### src/ps2h_pkg.sv
// PS/2 host transceiver package: item and result types, phase codes and
// protocol constants. No dependencies.
`timescale 1ns / 1ps

package ps2h_pkg;

  localparam logic OP_EDGE = 1'b0;
  localparam logic OP_SEND = 1'b1;

  localparam logic [1:0] RX_IDLE   = 2'd0;
  localparam logic [1:0] RX_DATA   = 2'd1;
  localparam logic [1:0] RX_PARITY = 2'd2;
  localparam logic [1:0] RX_STOP   = 2'd3;

  localparam logic [1:0] TX_DATA   = 2'd0;
  localparam logic [1:0] TX_PARITY = 2'd1;
  localparam logic [1:0] TX_STOP   = 2'd2;
  localparam logic [1:0] TX_ACK    = 2'd3;

  localparam logic [3:0] TX_DATA_EDGES = 4'd9;
  localparam logic [3:0] RX_LAST_INDEX = 4'd7;
  localparam logic [3:0] TX_LAST_DATA  = 4'd8;

  localparam logic [1:0] RX_ERR_NONE   = 2'd0;
  localparam logic [1:0] RX_ERR_PARITY = 2'd1;
  localparam logic [1:0] RX_ERR_STOP   = 2'd2;

  localparam logic [1:0] TX_ST_NONE   = 2'd0;
  localparam logic [1:0] TX_ST_ACKED  = 2'd1;
  localparam logic [1:0] TX_ST_NO_ACK = 2'd2;

  typedef struct packed {
    logic       operation;
    logic       data_bit;
    logic [7:0] tx_byte;
  } in_t;

  typedef struct packed {
    logic       line_enable;
    logic       line_low;
    logic       start_request;
    logic       rx_valid;
    logic [7:0] rx_byte;
    logic [1:0] rx_error;
    logic [1:0] tx_status;
  } res_t;

endpackage

### src/ps2h_if.sv
// Valid/ready channel interfaces for the PS/2 host transceiver.
// ps2h_in_if carries input beats, ps2h_out_if carries result beats.
`timescale 1ns / 1ps

interface ps2h_in_if;
  logic       valid;
  logic       ready;
  logic       operation;
  logic       data_bit;
  logic [7:0] tx_byte;

  modport source (output valid, output operation, output data_bit, output tx_byte,
                  input ready);
  modport sink (input valid, input operation, input data_bit, input tx_byte,
                output ready);
endinterface

interface ps2h_out_if;
  logic       valid;
  logic       ready;
  logic       line_enable;
  logic       line_low;
  logic       start_request;
  logic       rx_valid;
  logic [7:0] rx_byte;
  logic [1:0] rx_error;
  logic [1:0] tx_status;

  modport source (output valid, output line_enable, output line_low,
                  output start_request, output rx_valid, output rx_byte,
                  output rx_error, output tx_status, input ready);
  modport sink (input valid, input line_enable, input line_low,
                input start_request, input rx_valid, input rx_byte,
                input rx_error, input tx_status, output ready);
endinterface

### src/ps2h_core.sv
// Protocol state and single-step update of the PS/2 host transceiver.
// Depends on ps2h_pkg. State advances only when step is high.
`timescale 1ns / 1ps

module ps2h_core import ps2h_pkg::*; (
  input  logic clk,
  input  logic rst,
  input  logic step,
  input  in_t  item,
  output res_t res
);

  logic       sending_mode, sending_mode_next;
  logic [1:0] rx_phase, rx_phase_next;
  logic [7:0] rx_shift, rx_shift_next;
  logic       rx_ones_odd, rx_ones_odd_next;
  logic [3:0] rx_bit_count, rx_bit_count_next;
  logic [1:0] tx_phase, tx_phase_next;
  logic [7:0] tx_shift, tx_shift_next;
  logic [3:0] tx_bit_count, tx_bit_count_next;

  logic [3:0] tx_count_inc;
  logic [3:0] rx_count_inc;
  logic [3:0] tx_count_dec;
  logic       tx_cur_bit;

  assign tx_count_inc = tx_bit_count + 4'd1;
  assign rx_count_inc = rx_bit_count + 4'd1;
  assign tx_count_dec = tx_bit_count - 4'd1;
  assign tx_cur_bit   = tx_shift[tx_count_dec[2:0]];

  always_comb begin
    sending_mode_next = sending_mode;
    rx_phase_next     = rx_phase;
    rx_shift_next     = rx_shift;
    rx_ones_odd_next  = rx_ones_odd;
    rx_bit_count_next = rx_bit_count;
    tx_phase_next     = tx_phase;
    tx_shift_next     = tx_shift;
    tx_bit_count_next = tx_bit_count;
    res               = '0;

    priority if (item.operation == OP_SEND) begin
      // send request restarts any transfer and drops a partial frame
      sending_mode_next = 1'b1;
      tx_shift_next     = item.tx_byte;
      tx_bit_count_next = 4'd0;
      tx_phase_next     = TX_DATA;
      rx_phase_next     = RX_IDLE;
      res.start_request = 1'b1;
      res.line_enable   = 1'b1;
      res.line_low      = 1'b1;
    end else if (sending_mode) begin
      unique case (tx_phase)
        TX_DATA: begin
          res.line_enable = 1'b1;
          // count 0 is the start bit
          if (tx_bit_count == 4'd0 || tx_bit_count > TX_LAST_DATA) begin
            res.line_low = 1'b1;
          end else begin
            res.line_low = ~tx_cur_bit;
          end
          tx_bit_count_next = tx_count_inc;
          if (tx_count_inc >= TX_DATA_EDGES) begin
            tx_phase_next = TX_PARITY;
          end
        end
        TX_PARITY: begin
          res.line_enable = 1'b1;
          res.line_low    = ^tx_shift;
          tx_phase_next   = TX_STOP;
        end
        TX_STOP: begin
          tx_phase_next = TX_ACK;
        end
        default: begin
          res.tx_status     = item.data_bit ? TX_ST_NO_ACK : TX_ST_ACKED;
          tx_phase_next     = TX_DATA;
          tx_bit_count_next = 4'd0;
          sending_mode_next = 1'b0;
        end
      endcase
    end else begin
      unique case (rx_phase)
        RX_IDLE: begin
          if (!item.data_bit) begin
            rx_phase_next     = RX_DATA;
            rx_shift_next     = 8'd0;
            rx_ones_odd_next  = 1'b0;
            rx_bit_count_next = 4'd0;
          end
        end
        RX_DATA: begin
          rx_shift_next     = {item.data_bit, rx_shift[7:1]};
          rx_ones_odd_next  = rx_ones_odd ^ item.data_bit;
          rx_bit_count_next = rx_count_inc;
          if (rx_count_inc > RX_LAST_INDEX) begin
            rx_phase_next = RX_PARITY;
          end
        end
        RX_PARITY: begin
          if (rx_ones_odd == item.data_bit) begin
            res.rx_valid  = 1'b1;
            res.rx_error  = RX_ERR_PARITY;
            res.rx_byte   = rx_shift;
            rx_phase_next = RX_IDLE;
          end else begin
            rx_phase_next = RX_STOP;
          end
        end
        default: begin
          res.rx_valid  = 1'b1;
          res.rx_byte   = rx_shift;
          res.rx_error  = item.data_bit ? RX_ERR_NONE : RX_ERR_STOP;
          rx_phase_next = RX_IDLE;
        end
      endcase
    end
  end

  always_ff @(posedge clk) begin
    if (rst) begin
      sending_mode <= 1'b0;
      rx_phase     <= RX_IDLE;
      rx_shift     <= 8'd0;
      rx_ones_odd  <= 1'b0;
      rx_bit_count <= 4'd0;
      tx_phase     <= TX_DATA;
      tx_shift     <= 8'd0;
      tx_bit_count <= 4'd0;
    end else if (step) begin
      sending_mode <= sending_mode_next;
      rx_phase     <= rx_phase_next;
      rx_shift     <= rx_shift_next;
      rx_ones_odd  <= rx_ones_odd_next;
      rx_bit_count <= rx_bit_count_next;
      tx_phase     <= tx_phase_next;
      tx_shift     <= tx_shift_next;
      tx_bit_count <= tx_bit_count_next;
    end
  end

`ifndef SYNTHESIS
  a_tx_count_bound: assert property (@(posedge clk) disable iff (rst)
    tx_bit_count <= TX_DATA_EDGES)
    else $error("tx bit count out of range");

  a_rx_count_bound: assert property (@(posedge clk) disable iff (rst)
    rx_bit_count <= TX_LAST_DATA)
    else $error("rx bit count out of range");

  a_send_restart: assert property (@(posedge clk) disable iff (rst)
    step && item.operation == OP_SEND |=>
      sending_mode && tx_phase == TX_DATA && tx_bit_count == 4'd0 && rx_phase == RX_IDLE)
    else $error("send request did not restart transmit");
`endif

endmodule

### src/ps2_host_transceiver.sv
// PS/2 host transceiver.
// Input channel "items": one beat per falling device-clock edge (operation 0,
// data_bit = sampled data line) or per send request (operation 1, tx_byte).
// Output channel "results": exactly one beat per input beat, in order, giving
// the data-line drive (line_enable, line_low), a start_request pulse on send
// requests, a received frame (rx_valid, rx_byte, rx_error) and tx_status.
// Pipeline: an accepted beat is held in the input register, stepped through
// the core, and its result is held in the result register until it is taken.
// Throughput: one beat per cycle unless the output stalls; the protocol step
// is a single pass of logic between the input and result registers.
// Reset (rst, synchronous): receiver idle, transmitter off, both pipeline
// registers empty.
// Output stall: the result register holds; the input register fills and then
// items.ready drops until results.ready returns.
// Depends on ps2h_pkg, ps2h_if and ps2h_core.
`timescale 1ns / 1ps

module ps2_host_transceiver import ps2h_pkg::*; (
  input logic       clk,
  input logic       rst,
  ps2h_in_if.sink   items,
  ps2h_out_if.source results
);

  logic in_valid;
  in_t  in_item;
  logic out_valid;
  res_t out_res;
  res_t core_res;
  logic advance;

  assign advance     = in_valid && (!out_valid || results.ready);
  assign items.ready = !in_valid || advance;

  always_ff @(posedge clk) begin
    if (rst) begin
      in_valid <= 1'b0;
    end else if (items.ready) begin
      in_valid <= items.valid;
    end
  end

  always_ff @(posedge clk) begin
    if (items.valid && items.ready) begin
      in_item.operation <= items.operation;
      in_item.data_bit  <= items.data_bit;
      in_item.tx_byte   <= items.tx_byte;
    end
  end

  ps2h_core u_core (
    .clk  (clk),
    .rst  (rst),
    .step (advance),
    .item (in_item),
    .res  (core_res)
  );

  always_ff @(posedge clk) begin
    if (rst) begin
      out_valid <= 1'b0;
    end else if (advance) begin
      out_valid <= 1'b1;
    end else if (results.ready) begin
      out_valid <= 1'b0;
    end
  end

  always_ff @(posedge clk) begin
    if (advance) begin
      out_res <= core_res;
    end
  end

  assign results.valid         = out_valid;
  assign results.line_enable   = out_res.line_enable;
  assign results.line_low      = out_res.line_low;
  assign results.start_request = out_res.start_request;
  assign results.rx_valid      = out_res.rx_valid;
  assign results.rx_byte       = out_res.rx_byte;
  assign results.rx_error      = out_res.rx_error;
  assign results.tx_status     = out_res.tx_status;

`ifndef SYNTHESIS
  a_low_needs_drive: assert property (@(posedge clk) disable iff (rst)
    out_valid |-> (!out_res.line_low || out_res.line_enable))
    else $error("line_low without line_enable");

  a_rx_fields_quiet: assert property (@(posedge clk) disable iff (rst)
    out_valid && !out_res.rx_valid |-> out_res.rx_byte == 8'd0 &&
      out_res.rx_error == RX_ERR_NONE)
    else $error("rx fields set without a frame");

  a_start_alone: assert property (@(posedge clk) disable iff (rst)
    out_valid && out_res.start_request |->
      out_res.line_enable && out_res.line_low && !out_res.rx_valid &&
      out_res.tx_status == TX_ST_NONE)
    else $error("start request mixed with other events");

  a_input_hold: assert property (@(posedge clk) disable iff (rst)
    in_valid && !advance |=> in_valid && $stable(in_item))
    else $error("input register lost a stalled beat");

  a_result_pairing: assert property (@(posedge clk) disable iff (rst)
    advance |=> out_valid && out_res == $past(core_res))
    else $error("result register missed a step");
`endif

endmodule

### src/flat_wrapper.sv
// flat-port wrapper written by rule: the top's interface ports become plain ports
module ps2_host_transceiver_flat import ps2h_pkg::*;
  (clk, rst, items_valid, items_operation, items_data_bit, items_tx_byte, items_ready, results_valid, results_line_enable, results_line_low, results_start_request, results_rx_valid, results_rx_byte, results_rx_error, results_tx_status, results_ready);
  ps2h_in_if items_i ();
  ps2h_out_if results_i ();
  input logic clk;
  input logic rst;
  input wire logic [$bits(items_i.valid)-1:0] items_valid;
  input wire logic [$bits(items_i.operation)-1:0] items_operation;
  input wire logic [$bits(items_i.data_bit)-1:0] items_data_bit;
  input wire logic [$bits(items_i.tx_byte)-1:0] items_tx_byte;
  output wire logic [$bits(items_i.ready)-1:0] items_ready;
  output wire logic [$bits(results_i.valid)-1:0] results_valid;
  output wire logic [$bits(results_i.line_enable)-1:0] results_line_enable;
  output wire logic [$bits(results_i.line_low)-1:0] results_line_low;
  output wire logic [$bits(results_i.start_request)-1:0] results_start_request;
  output wire logic [$bits(results_i.rx_valid)-1:0] results_rx_valid;
  output wire logic [$bits(results_i.rx_byte)-1:0] results_rx_byte;
  output wire logic [$bits(results_i.rx_error)-1:0] results_rx_error;
  output wire logic [$bits(results_i.tx_status)-1:0] results_tx_status;
  input wire logic [$bits(results_i.ready)-1:0] results_ready;
  assign items_i.valid = items_valid;
  assign items_i.operation = items_operation;
  assign items_i.data_bit = items_data_bit;
  assign items_i.tx_byte = items_tx_byte;
  assign items_ready = items_i.ready;
  assign results_valid = results_i.valid;
  assign results_line_enable = results_i.line_enable;
  assign results_line_low = results_i.line_low;
  assign results_start_request = results_i.start_request;
  assign results_rx_valid = results_i.rx_valid;
  assign results_rx_byte = results_i.rx_byte;
  assign results_rx_error = results_i.rx_error;
  assign results_tx_status = results_i.tx_status;
  assign results_i.ready = results_ready;
  ps2_host_transceiver u_core (.clk(clk), .rst(rst), .items(items_i), .results(results_i));
endmodule
### config.mk
export PLATFORM = sky130hd
export DESIGN_NAME = ps2_host_transceiver_flat
export DESIGN_NICKNAME = d
export VERILOG_FILES = /design/src/ps2h_pkg.sv /design/src/ps2h_if.sv /design/src/ps2h_core.sv /design/src/ps2_host_transceiver.sv /design/src/flat_wrapper.sv
export SDC_FILE = /design/constraint.sdc
export NUM_CORES = 1
export LEC_CHECK = 0
export BUFFER_PORTS_ARGS = -buffer_cell sky130_fd_sc_hd__buf_4
export CORE_MARGIN = 8
export CORE_UTILIZATION = 50
export CTS_BUF_LIST = sky130_fd_sc_hd__clkbuf_4 sky130_fd_sc_hd__clkbuf_8
export CTS_CLUSTER_DIAMETER = 150
export CTS_CLUSTER_SIZE = 16
export DETAILED_ROUTE_END_ITERATION = 8
export PLACE_DENSITY = 0.7
export SLEW_MARGIN = 20
export SYNTH_ARGS = -nofsm -noshare
export SYNTH_HDL_FRONTEND = slang
export SYNTH_SLANG_ARGS = --single-unit
### constraint.sdc
create_clock -name clk -period 3.07 [get_ports clk]
set_input_delay 0.1535 -clock clk [delete_from_list [all_inputs] [get_ports clk]]
set_output_delay 0.1535 -clock clk [all_outputs]
set_load 0.01 [all_outputs]
==> parameters.txt <==
Parameter                              Value

Status
  Run status    finished, final reports clean

Floorplanning
  Chip Width    87.40 um
  Std cell rows    26
  Placeable core region    5010 um^2
  Area of the die    7638 um^2
  Height of the die    87.40 um
  Boundary pin count    32
  Starting density of the core    0.5087

Clock network
  Root buffer cell    clkbuf_8
  Clock transition at the registers of the reported paths    0.07 ns
  Number of buffers between clock root and the deepest sink    2
  H-tree Lvls    3
  Clock tree from TritonCTS    done
  Total clock buffers created by CTS    9
  Number of clock sinks    58
  Clk Latency, worst-skew pair    0.33 ns
  Number of buffers added for setup after CTS    0
  Post-CTS sizing    0

Global route
  Antenna violations before repair    0
  Maximum number of pins on one net before global-route repair    33
  GRT Overall Usage    0.1439
  Global route overflow    0
  First-pass GRT wire length    8397 um
  Vias in the first global route    1781

Timing
  RSZ-0062 raised after global routing    false
  Fin. Hold Viols    0
  Transition time at the pin with the least slew margin    1.016 ns
  Summed negative setup slack over all endpoints    0 ns
  Count of pins over their slew limit    0
  Smallest hold slack    0.06789 ns
  Max-slew headroom at the worst pin    0.3218
  Crit share post-route    0.7239
  Fin crit period    2.222 ns
  Count of endpoints failing setup in the final report    0
  Peak Freq    450.0 MHz
  Final Skew    0.005736 ns

Logic synthesis
  Synthesized Nets    265
  Mapped cell area    2549 um^2
  Sequential area share after synthesis    0.5577
  Number of standard cells after synthesis    242
  Most frequently used flop master after synthesis    dfxtp_1
  Post-synth top area cell    edfxtp_1
  Largest cells by area after synthesis    edfxtp_1 (31%), dfxtp_1 (25%), a21oi_1 (5.1%), ha_1 (4.4%), nor2_1 (4.0%)
  Register bit count reported by yosys    58
  Async set-reset flop share out of synthesis    0
  Number of distinct standard cells referenced by the synthesized netlist    41
  Mean Syn Cell Area    10.53 um^2
  Post-synth EDFFs    26
  Count of warnings emitted by yosys    0
  Area share of the largest cell type after synthesis    0.3063

Critical path
  Category of the worst setup path capture point    register
  Worst setup SP type    register
  Critical path type    register to register
  Maximum fanout along the worst path    8
  Critical path data arrival time    2.41 ns
  Data required time of the worst path    3.26 ns

Route
  Number of nets with antenna violations after routing    0
  Total number of vias    1860
  Initial DRT Pass Iterations    4
  Number of violations reported at the end of detailed-routing iteration 0    91
  Remaining routing DRC violations    0
  Total wire length after detailed routing    4918 um
  Routed vias/inst    5.167
  DR WL/cell    13.66 um

Place
  Placer congestion estimate    0.8572
  Post-DP HPWL    3281 um
  Number of placed cells counting well taps    334
  Dpl cell area    2838 um^2
  Number of buffer cells added on primary ports    31

Final layout
  Antenna Cells    0
  # fillers    431
  Nets    308
  Most common cell after layout, fill and taps aside    buf_4
  Non-filler cells, final    360
  Most frequent cells in the layout    buf_4 (33), dfxtp_1 (32), nor2_1 (26), a21oi_1 (26), edfxtp_1 (26)
  Area used by sequential logic in the layout    1421 um^2
  End-of-flow core utilization    0.6271
  Layout overhead on the synthesized area    23.27%
  Post-route standard cell area excluding fillers    3142 um^2
  Ratio of cells with drive above 1 in the final layout    0.1897
  Area taken by multi-input logic gates    1040 um^2

Power and ir drop
  Reported net switching power    0.3724 mW
  Power density of the placed cells    532.2 nW/um^2
  Static leakage power    1.192 nW
  Fraction of power spent switching nets    0.2227
  Internal power component    1.300 mW
  Combinational Power Share    0.070
  IR drop worst, VDD    0.5554 mV
  Part of the total power dissipated in the clock network    0.423
  Reg power frac    0.507

Min path
  Hold Crit Class    input port to register

Run
  Max-capacitance violation count    0
==> final timing paths <==
path / from / to / slack (ns) / cells past startpoint
worst min-delay path: items_valid / u_core.in_valid / 0.07 / 3
worst min register to register: u_core.u_core.tx_shift[2] / u_core.u_core.tx_shift[2] / 0.49 / 2
worst max register to register: u_core.u_core.tx_bit_count[0] / u_core.results.line_low / 0.85 / 7
worst max-delay path: u_core.u_core.tx_bit_count[0] / u_core.results.line_low / 0.85 / 7
==> cells in the mapped netlist (all sizes together), types with 2 or more instances <==
| cell | n |
|---|---|
| a31oi | 2 |
| nor2 | 27 |
| buf | 7 |
| o21ai | 5 |
| nor2b | 3 |
| nor3 | 5 |
| dfxtp | 32 |
| inv | 11 |
| and3 | 2 |
| a22oi | 9 |
| clkbuf | 4 |
| xor2 | 2 |
| nand2 | 19 |
| nand3 | 11 |
| and2 | 10 |
| mux2i | 3 |
| nand2b | 4 |
| ha | 9 |
| mux4 | 2 |
| xnor2 | 7 |
| edfxtp | 26 |
| a21oi | 26 |
==> layer usage <==
layer  wire length [um]  vias up  GRT usage
li1                   -      941          -
met2               2286       53     0.2259
met3                357        6    0.06509
met5                  0        -          0
met4                 56        0    0.05781
met1               2218      860     0.1660
==> worst max-delay path: stages (launching register included) <==
cell,delay [ns]
dfxtp_1,0.48
inv_1,0.13
ha_1,0.36
mux4_2,0.53
mux2_4,0.28
a21oi_1,0.14
nor2_1,0.05
o21ai_1,0.11
==> flip-flops by register name, summed over array words and instances, names as in the netlist, 2 cells and up <==
name	flops
u_core.u_core.rx_bit_count	4
u_core.u_core.tx_bit_count	4
u_core.results.rx_byte	8
u_core.results.tx_status	2
u_core.u_core.tx_shift	8
u_core.u_core.rx_shift	8
u_core.in_item	10
u_core.results.rx_error	2
u_core.u_core.rx_phase	2
u_core.u_core.tx_phase	2
==> power by group through the flow <==
| stage | clock (mW) | combinational [mW] | sequential, mW |
|---|---|---|---|
| 6_report | 0.707 | 0.117 | 0.848 |
| 5_1_grt | 0.764 | 0.128 | 0.851 |
| 4_1_cts | 0.724 | 0.117 | 0.848 |
| 3_5_place_dp | 0 | 0.107 | 0.864 |
| 3_3_place_gp | 0 | 0.105 | 0.864 |
| 2_1_floorplan | 0 | 0.0689 | 0.860 |
==> repair_timing <==
| item | 4_1_cts | 5_1_grt |
|---|---|---|
| hold buffers | 10 | 0 |
| hold endpoints to repair | 10 | 0 |
| endpoints found under the setup margin | 0 | 0 |
==> kinds of logic after synthesis <==
family,share of synthesized area
buffers and inverters,0.03534
flip-flops,0.5577
XOR/XNOR,0.03093
AO/OA/AOI/OAI,0.1242
AND/OR/NAND/NOR,0.1723
multiplexers,0.03534
adder cells (fa/ha/maj),0.04418
==> per-stage QoR <==
step	setup slack [ns]	total power, mW
finish	0.8477	1.672
detailed placement	0.8575	0.9712
floorplan	1.015	0.9287
CTS	0.8470	1.689
global placement	0.9483	0.9692
global route	0.7602	1.743
==> final cells by class <==
cell class | count | area share
sequential | 58 | 0.4524
tap | 70 | 0.02788
clock inverter | 5 | 0.01673
multi-input combinational | 162 | 0.3309
inverter | 11 | 0.01314
clock buffer | 11 | 0.04819
timing repair buffer | 43 | 0.1107
Power figures use the tool's default switching activity.
